===== config.mk =====
export PLATFORM = sky130hd
export DESIGN_NAME = c3vs_out_fifo
export DESIGN_NICKNAME = d
export VERILOG_FILES = /design/src/hw/rtl/c3vs_pkg.sv /design/src/hw/rtl/c3vs_out_fifo.sv
export SDC_FILE = /design/constraint.sdc
export NUM_CORES = 1
export LEC_CHECK = 0
export ABC_CLOCK_PERIOD_IN_PS = 3000
export CORE_ASPECT_RATIO = 1.75
export CORE_MARGIN = 4
export CORE_UTILIZATION = 57
export CTS_CLUSTER_DIAMETER = 30
export DETAILED_ROUTE_END_ITERATION = 8
export DONT_BUFFER_PORTS = 1
export GPL_ROUTABILITY_DRIVEN = 0
export PLACE_DENSITY = 0.72
export SYNTH_ARGS = -nofsm -noshare
export SYNTH_HDL_FRONTEND = slang
export SYNTH_SLANG_ARGS = --single-unit
export TNS_END_PERCENT = 20

===== constraint.sdc =====
create_clock -name clk -period 3 [get_ports clk]
set_input_delay 0.6 -clock clk [delete_from_list [all_inputs] [get_ports clk]]
set_output_delay 0.6 -clock clk [all_outputs]
set_load 0.03 [all_outputs]

===== src/hw/rtl/c3vs_pkg.sv =====
// Package of the 3x3 convolution unit: sizes, register codes, shared types and helpers.
package c3vs_pkg;

  // Geometry and arithmetic sizes.
  localparam int MAX_WIDTH     = 1024;
  localparam int SAMPLE_BITS   = 16;
  localparam int KERNEL_SIZE   = 3;
  localparam int COEF_BITS     = 8;
  localparam int COL_BITS      = $clog2(MAX_WIDTH);
  localparam int ROW_BITS      = 16;
  localparam int WIDTH_BITS    = 11;
  localparam int KROW_BITS     = KERNEL_SIZE * COEF_BITS;
  localparam int PROD_BITS     = SAMPLE_BITS + COEF_BITS;
  localparam int RSUM_BITS     = PROD_BITS + 2;
  localparam int RESULT_BITS   = 27;
  localparam int LB_BITS       = 2 * SAMPLE_BITS;
  localparam int MIN_DIM       = 3;

  // Output queue sizes.
  localparam int FIFO_DEPTH    = 8;
  localparam int FIFO_PTR_BITS = $clog2(FIFO_DEPTH);
  localparam int FIFO_CNT_BITS = FIFO_PTR_BITS + 1;

  // Configuration port sizes.
  localparam int ADDR_BITS     = 5;
  localparam int DATA_BITS     = 32;

  // Register reset values.
  localparam logic [KROW_BITS-1:0]  KROW0_RESET  = 24'h000001;
  localparam logic [KROW_BITS-1:0]  KROW1_RESET  = 24'h000100;
  localparam logic [KROW_BITS-1:0]  KROW2_RESET  = 24'h010000;
  localparam logic [WIDTH_BITS-1:0] WIDTH_RESET  = 11'd10;
  localparam logic [ROW_BITS-1:0]   HEIGHT_RESET = 16'd10;

  // Register index codes (word address).
  typedef enum logic [2:0] {
    REG_KERNEL_ROW0  = 3'd0,
    REG_KERNEL_ROW1  = 3'd1,
    REG_KERNEL_ROW2  = 3'd2,
    REG_IMAGE_WIDTH  = 3'd3,
    REG_IMAGE_HEIGHT = 3'd4
  } reg_idx_t;

  // Three kernel rows, column 0 in the low byte of each row.
  typedef logic [KERNEL_SIZE-1:0][KROW_BITS-1:0] kernel_t;

  // Control that travels with a sample into the window stage.
  typedef struct packed {
    logic shift;
    logic produce;
    logic last;
  } win_ctl_t;

  // One finished result.
  typedef struct packed {
    logic signed [RESULT_BITS-1:0] value;
    logic                          last;
  } result_t;

  // Coefficient of kernel row r, column c.
  function automatic logic signed [COEF_BITS-1:0] coef(kernel_t k, int r, int c);
    return k[r][COEF_BITS*c +: COEF_BITS];
  endfunction

endpackage


===== src/hw/rtl/c3vs_out_fifo.sv =====
// Output queue of finished results in front of the result channel.
module c3vs_out_fifo (
  input  logic              clk,
  input  logic              rst,
  input  logic              push,
  input  c3vs_pkg::result_t push_data,
  input  logic              pop,
  output logic              head_valid,
  output c3vs_pkg::result_t head_data
);

  c3vs_pkg::result_t                    fifo_mem [c3vs_pkg::FIFO_DEPTH];
  logic [c3vs_pkg::FIFO_PTR_BITS-1:0]   wr_ptr;
  logic [c3vs_pkg::FIFO_PTR_BITS-1:0]   rd_ptr;
  logic [c3vs_pkg::FIFO_CNT_BITS-1:0]   count;
  logic [c3vs_pkg::FIFO_CNT_BITS-1:0]   count_next;

  // Entry storage; the upstream credit count keeps the queue from overflowing.
  always_ff @(posedge clk) begin
    if (push) begin
      fifo_mem[wr_ptr] <= push_data;
    end
  end

  assign count_next = count + c3vs_pkg::FIFO_CNT_BITS'(push)
                    - c3vs_pkg::FIFO_CNT_BITS'(pop);

  // Pointers and fill count.
  always_ff @(posedge clk) begin
    if (rst) begin
      wr_ptr <= '0;
      rd_ptr <= '0;
      count  <= '0;
    end else begin
      if (push) begin
        wr_ptr <= wr_ptr + 1'b1;
      end
      if (pop) begin
        rd_ptr <= rd_ptr + 1'b1;
      end
      count <= count_next;
    end
  end

  assign head_valid = (count != '0);
  assign head_data  = fifo_mem[rd_ptr];

endmodule


* Word level (Yosys, flattened, before mapping)
Memories as Yosys holds them, arrays and structs flattened. A register that Yosys moved wholly into a read port is not among the register bits.
Cells that the tools add are included.
** Cells by class
- Mux-type cells :: 4
- $add $sub $neg :: 4
- Reductions and logical operators :: 1
** Operators with widths (number)
- $add 3x1->3 const B :: 2
- $mux 3 :: 2
- $add 4x1->4 :: 1
- $reduce_bool 4->1 :: 1
- $sub 4x1->4 :: 1
- $mux 1 :: 2
** Storage, ports and cells
- Input port bits :: 32
- Output and inout port bits :: 29
- Memory bits (writable) :: 224
- Word-level logic and storage cells :: 13
- Memories kept :: 1
- Bits in registers :: 10
** Memories
- fifo_mem :: depth 8, bits a word 28, read ports 1, clocked after memory_dff 1, write ports 1, line c3vs_out_fifo.sv:12 : c3vs_pkg::result_t fifo_mem [c3vs_pkg::FIFO_DEPTH];

* Depth between registers and ports, before layout
- Depth after elaboration :: 3
- Depth in mapped cells :: 8
- Mapped depth without buffers :: 8

* Worst setup path before layout
No wires, ideal clock.
- Kind :: in2reg
- From :: input port push
- To :: memory fifo_mem[0][0] (netlist bit) (enable)
- Slack :: -0.080 ns
- Setup time :: 0.448 ns
- Required time :: 2.552 ns
- Buffers on the path :: 0
- Arrival :: 2.632 ns
- Cell stages on the path :: 2
- Cell sequence :: nand2b_1 > nor3_1
** Between the ends
- Word-level cells in the longest chain between the ends :: 2
** Ends and longest elaborated chain
- start, declared :: line c3vs_out_fifo.sv:5 : input logic push,
- $mux 1 :: line c3vs_out_fifo.sv:20 : if (push) begin
- $mux 1 (not written as such) :: line c3vs_out_fifo.sv:21 : fifo_mem[wr_ptr] <= push_data;
- end, declared :: line c3vs_out_fifo.sv:12
No other way between the ends.

==> load_flow_metrics.sql <==
INSERT INTO impl_metrics (metric_group, metric, value, unit) VALUES
('sta', 'grt_setup_unrepaired', 'false', ''),
('floorplan', 'die_outline_area', '18000', 'um2'),
('yosys', 'synth_area_leader_cell', 'sky130_fd_sc_hd__edfxtp_1', ''),
('sta', 'timing.slew.headroom', '58.9', '%'),
('setup_path', 'critPathArrivalTime', '2190', 'ps'),
('grt', 'antenna_found_initial', '0', ''),
('pwr', 'p_comb_share', '8.1', '%'),
('clock_tree', 'tritoncts_clock_tree', 'done', ''),
('pwr', 'power.leakage', '0.00330', 'uW'),
('yosys', 'ys_ff_latch', '237', ''),
('setup_path', 'r2r_setup_slack', '1200', 'ps'),
('yosys', 'synth.distinct_cells', '23', ''),
('setup_path', 'worst_r2r_path_depth', '3', ''),
('setup_path', 'worst-endpoint-required', '2400', 'ps'),
('grt', 'gr-total-overflow', '0', ''),
('clock_tree', 'clock_tree.root_cell', 'sky130_fd_sc_hd__clkbuf_16', ''),
('routing', 'routed-via-count', '3844', ''),
('run', 'cap_viol_max_count', '0', ''),
('clock_tree', 'clk_path_buf_depth', '3', ''),
('setup_path', 'critical_path.cell_chain', 'buf_4, mux4_2, mux2_2', ''),
('place', 'port_buffers', '0', ''),
('yosys', 'synthArstFlopShare', '0', '%'),
('grt', 'grt_start_max_net_pins', '57', ''),
('setup_path', 'path_buf_inv', '1', ''),
('clock_tree', 'cts_made_buffers', '29', ''),
('clock_tree', 'clkSlewWorstSetupHoldPaths', '50', 'ps'),
('setup_path', 'timing.critical_path.slowest_stage_cell', 'sky130_fd_sc_hd__dfxtp_4', ''),
('pwr', 'ir_drop', '712', 'uV'),
('hold_path', 'hold_path.class', 'input pin to flop', ''),
('sta', 'drv_slew', '0', ''),
('yosys', 'post_synth_edffs', '224', ''),
('yosys', 'post_synth_main_area_contributors', 'sky130_fd_sc_hd__edfxtp_1 (74%), sky130_fd_sc_hd__mux4_2 (12%), sky130_fd_sc_hd__mux2_2 (3.5%), sky130_fd_sc_hd__dfxtp_1 (2.9%), sky130_fd_sc_hd__mux4_1 (1.7%)', ''),
('pwr', 'clkPwrFrac', '44.3', '%'),
('clock_tree', 'deepest_level_of_the_cts_h_tree', '1', ''),
('yosys', 'synth_top_cells_by_count', 'sky130_fd_sc_hd__edfxtp_1 (224), sky130_fd_sc_hd__mux4_2 (50), sky130_fd_sc_hd__mux2_2 (28), sky130_fd_sc_hd__nor2_1 (16), sky130_fd_sc_hd__dfxtp_1 (13)', ''),
('pwr', 'power.net_switching', '1810', 'uW'),
('outcome', 'result_of_the_run', 'finished clean', ''),
('clock_tree', 'cts_num_sinks', '237', ''),
('pwr', 'power.density', '762', 'nW/um2'),
('hold_path', 'hold_wc_startpoint', 'rst', ''),
('sta', 'fin_worst_skew', '5.54', 'ps'),
('sta', 'fin_crit_sh', '93.1', '%'),
('floorplan', 'floorplan.die.height', '175', 'um'),
('routing', 'drt-pass1-iter-count', '5', ''),
('clock_tree', 'cts_repair_resize_count', '0', ''),
('sta', 'worstMarginPinSlew', '617', 'ps'),
('setup_path', 'crit_path_start_kind', 'flop', ''),
('cells_and_area', 'post-route-cell-area', '10400', 'um2'),
('pwr', 'sequentialPowerShare', '47.6', '%'),
('sta', 'layout_min_cycle_time', '2790', 'ps'),
('floorplan', 'floorplan.rows', '60', ''),
('setup_path', 'path_max_fanout', '12', ''),
('cells_and_area', 'area_growth_syn_to_layout', '15.6', '%'),
('sta', 'timing.final.hold_violations', '0', ''),
('grt', 'global_route.usage.total', '19.0', '%'),
('yosys', 'synthDominantCellAreaShare', '74.5', '%'),
('cells_and_area', 'n_antenna_cell', '0', ''),
('pwr', 'total_power_consumption', '7960', 'uW'),
('place', 'placement.cell_area', '9430', 'um2'),
('yosys', 'total_nets_after_synthesis', '431', ''),
('routing', 'routed_wire_length_per_instance', '25.7', 'um'),
('sta', 'max_freq', '0.358', 'GHz'),
('grt', 'number_of_global_route_vias_before_repair', '4239', ''),
('floorplan', 'placeableCoreArea', '15500', 'um2'),
('setup_path', 'regToRegEndpoint', 'fifo_mem[3][21]', ''),
('routing', 'drt.antenna.violating_nets', '0', ''),
('pwr', 'internal_power', '6150', 'uW'),
('routing', 'drt_drc_violations_left', '0', ''),
('yosys', 'synth_top_flop_cell', 'sky130_fd_sc_hd__edfxtp_1', ''),
('setup_path', 'worst_path_dominant_cell_family', 'multiplexers', ''),
('floorplan', 'io_pins', '61', '');
==> flip-flops by register name, summed over array words and instances, names as in the netlist, named ones only <==
signal,flops
count,4
fifo_mem,224
rd_ptr,3
wr_ptr,3
==> layout make-up <==
class / count / area, um2 / area share, %
Sequential cell: 237 / 6990 / 66.9
Multi-Input combinational cell: 131 / 1980 / 18.9
Clock buffer: 30 / 729 / 6.98
Clock inverter: 23 / 273 / 2.61
Tap cell: 186 / 233 / 2.23
Timing Repair Buffer: 16 / 215 / 2.06
Inverter: 7 / 26.3 / 0.252
==> how the worst max path moves through the flow <==
stage | start | to | slack, ps | cells past startpoint
after CTS | flop | head_data[25] | 150 | 3
after floorplan | push | fifo_mem[4][0] | -80 | 2
after global placement | flop | head_data[3] | 560 | 3
after global routing | flop | head_data[3] | 100 | 3
after detailed placement | flop | head_data[25] | 540 | 3
final | flop | head_data[3] | 210 | 3
==> cell usage in the layout (no fill, tap or decap), drive strengths merged <==
master    Yosys  final
xor2          3      3
buf          13     16
dfxtp        13     13
a21oi         2      2
ha            7      7
clkinvlp      0      6
xnor2         2      2
nand3         2      2
inv           7     13
clkbuf        3     30
nor2b         1      1
mux2         28     28
nor3          2      2
mux4         56     56
nor2         16     16
clkinv        0      7
edfxtp      224    224
nand2         4      4
mux2i         2      2
fa            1      1
bufinv        0      4
a31o          1      1
nand2b        4      4
==> cells by family after synthesis <==
kind of cell,count (synthesis),synth area share (%)
AO/OA/AOI/OAI,3,0.208
XOR/XNOR,5,0.485
adder cells (fa/ha/maj),8,1.19
buffers and inverters,23,1.45
flip-flops,237,77.3
multiplexers,86,17.9
AND/OR/NAND/NOR,29,1.40
==> routing by layer <==
metal | global-route usage, % | share of wire, % | vias up | wire length, um
met5 | 0 | 0 | - | 0
met4 | 5.19 | 1.6 | 0 | 257
met3 | 4.18 | 6.4 | 18 | 1030
met2 | 33.0 | 56 | 102 | 9000
met1 | 23.9 | 36 | 2031 | 5870
li1 | - | - | 1693 | -
==> through the flow <==
stage               setup slack, ps  hold WS [ps]  cells
floorplan                     -75.9           485    391
global placement                560           509    576
detailed placement              541           540    576
CTS                             148           118    630
global route                    103           125    630
finish                          208           137    630
==> power groups by stage <==
stage / combinational [uW] / sequential [uW] / clock [uW]
after floorplan: 549 / 3820 / 0
after global placement: 627 / 3850 / 0
after detailed placement: 646 / 3860 / 0
after CTS: 662 / 3790 / 3580
after global routing: 702 / 3790 / 3760
final: 644 / 3790 / 3530
==> what timing repair did <==
item                       in CTS  in global routing
hold buffers                    0                  0
setup buffers                   1                  0
setup endpoints to repair       4                  0
hold endpoints to repair        0                  0
Note: power is estimated with default switching activity, not from simulation.
