**config.mk**
```make
export PLATFORM = sky130hd
export DESIGN_NAME = c3vs_window_mac
export DESIGN_NICKNAME = d
export VERILOG_FILES = /design/src/hw/rtl/c3vs_pkg.sv /design/src/hw/rtl/c3vs_window_mac.sv
export SDC_FILE = /design/constraint.sdc
export NUM_CORES = 2
export LEC_CHECK = 0
export CAP_MARGIN = 20
export CORE_MARGIN = 2
export CORE_UTILIZATION = 51
export DETAILED_ROUTE_END_ITERATION = 8
export DONT_BUFFER_PORTS = 1
export PLACE_DENSITY = 0.69
export SLEW_MARGIN = 20
export SYNTH_ARGS = -nofsm -noshare
export SYNTH_HDL_FRONTEND = slang
export SYNTH_SLANG_ARGS = --single-unit
```
**constraint.sdc**
```tcl
create_clock -name clk -period 4.57 [get_ports clk]
set_clock_uncertainty 0.15 [all_clocks]
set_input_delay 0.2285 -clock clk [delete_from_list [all_inputs] [get_ports clk]]
set_output_delay 0.2285 -clock clk [all_outputs]
set_load 0.005 [all_outputs]
```
**src/hw/rtl/c3vs_pkg.sv**
```systemverilog
// Package of the 3x3 convolution unit: sizes, register codes, shared types and helpers.
package c3vs_pkg;

  // Geometry and arithmetic sizes.
  localparam int MAX_WIDTH     = 1024;
  localparam int SAMPLE_BITS   = 16;
  localparam int KERNEL_SIZE   = 3;
  localparam int COEF_BITS     = 8;
  localparam int COL_BITS      = $clog2(MAX_WIDTH);
  localparam int ROW_BITS      = 16;
  localparam int WIDTH_BITS    = 11;
  localparam int KROW_BITS     = KERNEL_SIZE * COEF_BITS;
  localparam int PROD_BITS     = SAMPLE_BITS + COEF_BITS;
  localparam int RSUM_BITS     = PROD_BITS + 2;
  localparam int RESULT_BITS   = 27;
  localparam int LB_BITS       = 2 * SAMPLE_BITS;
  localparam int MIN_DIM       = 3;

  // Output queue sizes.
  localparam int FIFO_DEPTH    = 8;
  localparam int FIFO_PTR_BITS = $clog2(FIFO_DEPTH);
  localparam int FIFO_CNT_BITS = FIFO_PTR_BITS + 1;

  // Configuration port sizes.
  localparam int ADDR_BITS     = 5;
  localparam int DATA_BITS     = 32;

  // Register reset values.
  localparam logic [KROW_BITS-1:0]  KROW0_RESET  = 24'h000001;
  localparam logic [KROW_BITS-1:0]  KROW1_RESET  = 24'h000100;
  localparam logic [KROW_BITS-1:0]  KROW2_RESET  = 24'h010000;
  localparam logic [WIDTH_BITS-1:0] WIDTH_RESET  = 11'd10;
  localparam logic [ROW_BITS-1:0]   HEIGHT_RESET = 16'd10;

  // Register index codes (word address).
  typedef enum logic [2:0] {
    REG_KERNEL_ROW0  = 3'd0,
    REG_KERNEL_ROW1  = 3'd1,
    REG_KERNEL_ROW2  = 3'd2,
    REG_IMAGE_WIDTH  = 3'd3,
    REG_IMAGE_HEIGHT = 3'd4
  } reg_idx_t;

  // Three kernel rows, column 0 in the low byte of each row.
  typedef logic [KERNEL_SIZE-1:0][KROW_BITS-1:0] kernel_t;

  // Control that travels with a sample into the window stage.
  typedef struct packed {
    logic shift;
    logic produce;
    logic last;
  } win_ctl_t;

  // One finished result.
  typedef struct packed {
    logic signed [RESULT_BITS-1:0] value;
    logic                          last;
  } result_t;

  // Coefficient of kernel row r, column c.
  function automatic logic signed [COEF_BITS-1:0] coef(kernel_t k, int r, int c);
    return k[r][COEF_BITS*c +: COEF_BITS];
  endfunction

endpackage

```
**src/hw/rtl/c3vs_window_mac.sv**
```systemverilog
// 3x3 window registers and the pipelined multiply and sum of nine products.
module c3vs_window_mac (
  input  logic                                    clk,
  input  logic                                    rst,
  input  c3vs_pkg::win_ctl_t                      ctl,
  input  logic signed [c3vs_pkg::SAMPLE_BITS-1:0] up,
  input  logic signed [c3vs_pkg::SAMPLE_BITS-1:0] mid,
  input  logic signed [c3vs_pkg::SAMPLE_BITS-1:0] sample,
  input  c3vs_pkg::kernel_t                       kernel,
  output logic                                    res_valid,
  output c3vs_pkg::result_t                       res
);

  localparam int K = c3vs_pkg::KERNEL_SIZE;

  logic signed [c3vs_pkg::SAMPLE_BITS-1:0] win  [K][K];
  logic signed [c3vs_pkg::PROD_BITS-1:0]   prod [K][K];
  logic signed [c3vs_pkg::RSUM_BITS-1:0]   rsum [K];
  logic w_valid, w_last;
  logic p_valid, p_last;
  logic r_valid, r_last;

  // Window shift: column 0 is the oldest, the new column enters at the right.
  always_ff @(posedge clk) begin
    if (rst) begin
      for (int i = 0; i < K; i++) begin
        for (int j = 0; j < K; j++) begin
          win[i][j] <= '0;
        end
      end
    end else if (ctl.shift) begin
      for (int i = 0; i < K; i++) begin
        for (int j = 0; j < K - 1; j++) begin
          win[i][j] <= win[i][j+1];
        end
      end
      win[0][K-1] <= up;
      win[1][K-1] <= mid;
      win[2][K-1] <= sample;
    end
  end

  // Stage valid flags.
  always_ff @(posedge clk) begin
    if (rst) begin
      w_valid <= 1'b0;
      p_valid <= 1'b0;
      r_valid <= 1'b0;
    end else begin
      w_valid <= ctl.shift & ctl.produce;
      p_valid <= w_valid;
      r_valid <= p_valid;
    end
  end

  // Nine products of the window taken right after its shift.
  always_ff @(posedge clk) begin
    w_last <= ctl.last;
    p_last <= w_last;
    for (int i = 0; i < K; i++) begin
      for (int j = 0; j < K; j++) begin
        prod[i][j] <= win[i][j] * c3vs_pkg::coef(kernel, i, j);
      end
    end
  end

  // Sum of each kernel row.
  always_ff @(posedge clk) begin
    r_last <= p_last;
    for (int i = 0; i < K; i++) begin
      rsum[i] <= c3vs_pkg::RSUM_BITS'(prod[i][0]) + c3vs_pkg::RSUM_BITS'(prod[i][1])
               + c3vs_pkg::RSUM_BITS'(prod[i][2]);
    end
  end

  // Final sum of the three rows, written into the output queue.
  assign res_valid = r_valid;
  assign res.value = c3vs_pkg::RESULT_BITS'(rsum[0]) + c3vs_pkg::RESULT_BITS'(rsum[1])
                   + c3vs_pkg::RESULT_BITS'(rsum[2]);
  assign res.last  = r_last;

endmodule

```
---- Word level (Yosys, flattened, before mapping) ----
Memories as Yosys holds them, arrays and structs flattened.
Index checks and enable logic that the tools add are counted.
cells by class
  $add $sub $neg .......................... 8
  muxes and demuxes ....................... 14
  multiply operators ...................... 9
  bitwise gates (word level) .............. 10
operators with widths
  operator                     count
  multiplier 16 x 8 -> 24 bit  9
  2-to-1 mux 16 bit            9
  adder 25 x 24 -> 26 bit      3
  adder 24 x 24 -> 25 bit      3
  adder 26 x 26 -> 27 bit      1
  adder 27 x 26 -> 27 bit      1
  bitwise OR 1 bit             9
  2-to-1 mux 1 bit             5
  AND 1 bit                    1
word-level totals
  input bits .............................. 125
  register bits after elaboration ......... 6
  output and inout bits ................... 29
  memories ................................ 3
  RAM bits ................................ 438
memories
  name  words  bits a word  rd ports  clocked after memory_dff  write ports  line                   source
  prod  3      72           3         0                         3            c3vs_window_mac.sv:17  logic signed [c3vs_pkg::PROD_BITS-1:0] prod [K][K];
  win   3      48           3         0                         3            c3vs_window_mac.sv:16  logic signed [c3vs_pkg::SAMPLE_BITS-1:0] win [K][K];
  rsum  3      26           3         0                         3            c3vs_window_mac.sv:18  logic signed [c3vs_pkg::RSUM_BITS-1:0] rsum [K];

---- Logic depth before layout (Yosys ltp) ----
  depth in word-level cells ............... 4
  gate-level depth with buffers ........... 20
  mapped depth without buffers ............ 19

---- Worst setup path before layout ----
No wires, ideal clock.
  kind .................................... input -> register
  start ................................... input kernel[63] (netlist bit)
  end ..................................... memory prod[2][47] (netlist bit)
  path slack .............................. -222 ps
  library setup time ...................... 120 ps
  buffers on the path ..................... 1
  required time ........................... 4300 ps
  stages .................................. 19
  arrival time ............................ 4522 ps
  cells stage by stage .................... inv_1 > buf_1 > nor2_1 > fa_1 > fa_1 > fa_1 > inv_1 > fa_1 > inv_1 > ha_1 > a21o_1 > a21oi_1 > o22ai_1 > o22ai_1 > o21ai_0 > a21o_1 > a31oi_1 > a21oi_1 > xnor2_1
RTL lines
  what             line                   source
  start, declared  c3vs_window_mac.sv:9   input c3vs_pkg::kernel_t kernel,
  end, declared    c3vs_window_mac.sv:17

==> flow_summary.toml <==
[worst_setup_path]
cp_slowest_cell = "fa_1"
cp.arrival_ns = 5.44
worstSetupPathType = "reg -> reg"
max_stage_delay_ns = 0.55
startpoint_type = "register"
end_kind = "register"
cp_max_fo = 4
cp.required_ns = 5.00
crit_chain = "buf_4, buf_4, buf_4, and2_1, ha_1, fa_1, fa_1, inv_1, fa_1, inv_2, ha_4, a211oi_4, o211ai_1, a311o_1, a211o_1, a31o_2, a21oi_2, xnor2_1"

[layout]
layout.cells.non_filler = 8240
drive_above_1_share_pct = 20.1
nNetsFinal = 8347
fin_util_pct = 63.2
syn2layout_area_growth_pct = 22.6
nFillCells = 8897
most-common-layout-cells = "inv_1 (1,191), fa_1 (995), and2_1 (828), buf_4 (565), ha_1 (410)"
final_common_cell = "inv_1"

[synth]
yosys.area.top_type_share_pct = 35.5
synth_area_leaders = "fa_1 (35%), ha_1 (11%), dfxtp_1 (10%)"
yosysTopAreaCell = "fa_1"
ys_ff_latch = 444
synth_seq_area_share_pct = 17.8
yosys_warnings = 0
synth_edf_count = 144
syn_avg_cell_area_sq_um = 9.78
synthArstFlopShare_pct = 0
syn_inst = 5935
synth-main-ff-cell = "dfxtp_1"
syn_nets = 7591
syn_area_sq_um = 58100
ys_types = 72

[route]
dr_total_vias = 42608
drt_iter0_markers = 2134
routed_via_density = 5.17
drc_errors = 0
drt_pre_antenna_iters = 5
postRouteAntennaNets = 0
routedWlPerCell_um = 17.8
wl_um = 147000

[grt]
grt_overflow_total = 0
grt_pass1_vias = 46092
grt_usage_pct = 25.7
grt_pass1_wl_um = 239000
grt_start_max_net_pins = 118
antenna_found_initial = 9

[place]
place_congestion = 0.891
dp_hpwl_um = 112000
dpl_worst_slack_ns = -0.534
port-buffer-count = 0
dpl.cell_count = 7812

[cts]
htreeDepth = 2
clk_pin_slew_ns = 0.07
cts_tree = "yes"
clk_path_buf_depth = 3
worstSkewPairLatency_ns = 0.68
clock_sinks = 444
clock-root-buffer = "clkbuf_16"
numCtsBuffers = 57

[timing]
hold_ws_ns = 0.0292
rsz0062_at_grt = "yes"
finalSetupViolations = 61
tightestPinTransition_ns = 0.846
period_share_pct = 110
slew_headroom_pct = 43.6
report.final.slew_viol_count = 0
fin_ws_ns = -0.436
hold_viol = 0
min_period_ns = 5.01
fmax_mhz = 200

[floorplan]
core.rowCount = 123
io_pins = 154
initial_utilization_pct = 51.5
core-area_sq_um = 113000
die_w_um = 341
die_area_sq_um = 117000
die_y_um = 341

[pwr]
finalPower_mw = 50.9
vdd_drop_max_v = 0.000961
p_per_area_nw_per_um2 = 715
p_leak_nw = 34.7

[status]
violations = "setup timing"
status = "finished, violations left"

[run]
cap_violations = 0

[hold_path]
hold_path_class = "in -> reg"
==> where the power goes <==
| group | switching (mW) | total [mW] | leakage [nW] | internal [mW] |
|---|---|---|---|---|
| clock | 2.11 | 4.66 | 0.963 | 2.56 |
| sequential | 1.23 | 7.11 | 4.11 | 5.88 |
| combinational | 21.4 | 39.1 | 29.7 | 17.7 |
| total | 24.8 | 50.9 | 34.7 | 26.2 |
==> per-stage QoR <==
stage | TNS (ns) | area, sq um
detailed placement | -17.86 | 63500
global route | -20.82 | 71200
finish | -9.94 | 71200
CTS | -8.80 | 69000
floorplan | -0.251 | 58300
global placement | -14.47 | 63500
==> layer usage <==
layer	wire, um	up-vias	track usage, %	share of wire (%)
met1	61800	21673	34.4	42
met5	0	-	0	0
met2	73000	1000	44.1	50
met4	3820	0	6.72	2.6
li1	-	19701	-	-
met3	7910	234	3.24	5.4
==> logic make-up (layout without fill, tap and decap cells) <==
kind of cell	Yosys count	count (layout)	synth area share, %
flops	444	444	17.8
simple gates	1717	1717	16.0
buf+inv	1360	2164	8.80
fa+ha+maj	1531	1531	46.3
xor+xnor	290	290	4.37
mux	1	1	0.0172
other cells	0	1	0
compound gates	592	592	6.76
==> worst paths after layout <==
path	from	end	slack, ns	depth (start not counted)
worst min register to register	p_last$_DFF_P_	r_last$_DFF_P_	0.18	0
worst max-delay path	win[0][71]$_SDFFCE_PN0P_	prod[1][45]$_DFF_P_	-0.44	18
worst min-delay path	ctl[2]	win[0][98]$_SDFFCE_PN0P_	0.03	2
worst max register to register	win[0][71]$_SDFFCE_PN0P_	prod[1][45]$_DFF_P_	-0.44	18
==> synthesized netlist by cell type, types with 7 or more instances <==
cell      instances
a211oi_1         19
a21o_1          123
a21oi_1         172
a31oi_1          14
and2_1          921
and3_1           26
buf_1             7
clkbuf_1         93
dfxtp_1         300
edfxtp_1        144
fa_1           1029
ha_1            502
inv_1          1258
nand2_1         304
nand2b_1         48
nand3_1          37
nand4_1          17
nor2_1          261
nor2b_1          32
nor3_1           38
o211ai_1         19
o21a_1           33
o21ai_0          85
o21ai_1          16
o21bai_1         19
o31a_1            8
or3_1            16
xnor2_1         231
xor2_1           59
==> worst max-delay path, delay by kind of cell, from the launching register on <==
| family | cells | cell delay [ns] |
|---|---|---|
| AND/OR/NAND/NOR | 1 | 0.13 |
| flip-flops | 1 | 0.43 |
| adder cells (fa/ha/maj) | 5 | 2.00 |
| AO/OA/AOI/OAI | 6 | 1.54 |
| XOR/XNOR | 1 | 0.13 |
| buffers and inverters | 5 | 0.54 |
==> registers in the layout (all words and copies together) (netlist names) <==
signal	flops
prod	216
p_valid	1
rsum	78
w_last	1
r_last	1
w_valid	1
res_valid	1
p_last	1
win	144
==> repair_timing <==
action | CTS | global route
cloned | 0 | 0
hold endpoints to repair | 105 | 0
hold buffers | 114 | 0
gates resized for setup | 346 | 365
buffers inserted | 152 | 90
endpoints found under the setup margin | 87 | 105
pin swaps | 259 | 298
==> cell type report <==
type                       instances  area, sq um  share of cell area (%)
sequential                       444        10300                    14.5
clock inverter                    47          429                   0.603
multi-input combinational       4131        45500                    64.0
clock buffer                      60         1490                    2.09
inverter                        1258         4720                    6.63
timing repair buffer             799         6790                    9.53
antenna                            1         2.50                 0.00352
tap                             1500         1880                    2.64
Note: power is estimated with default switching activity, not from simulation.
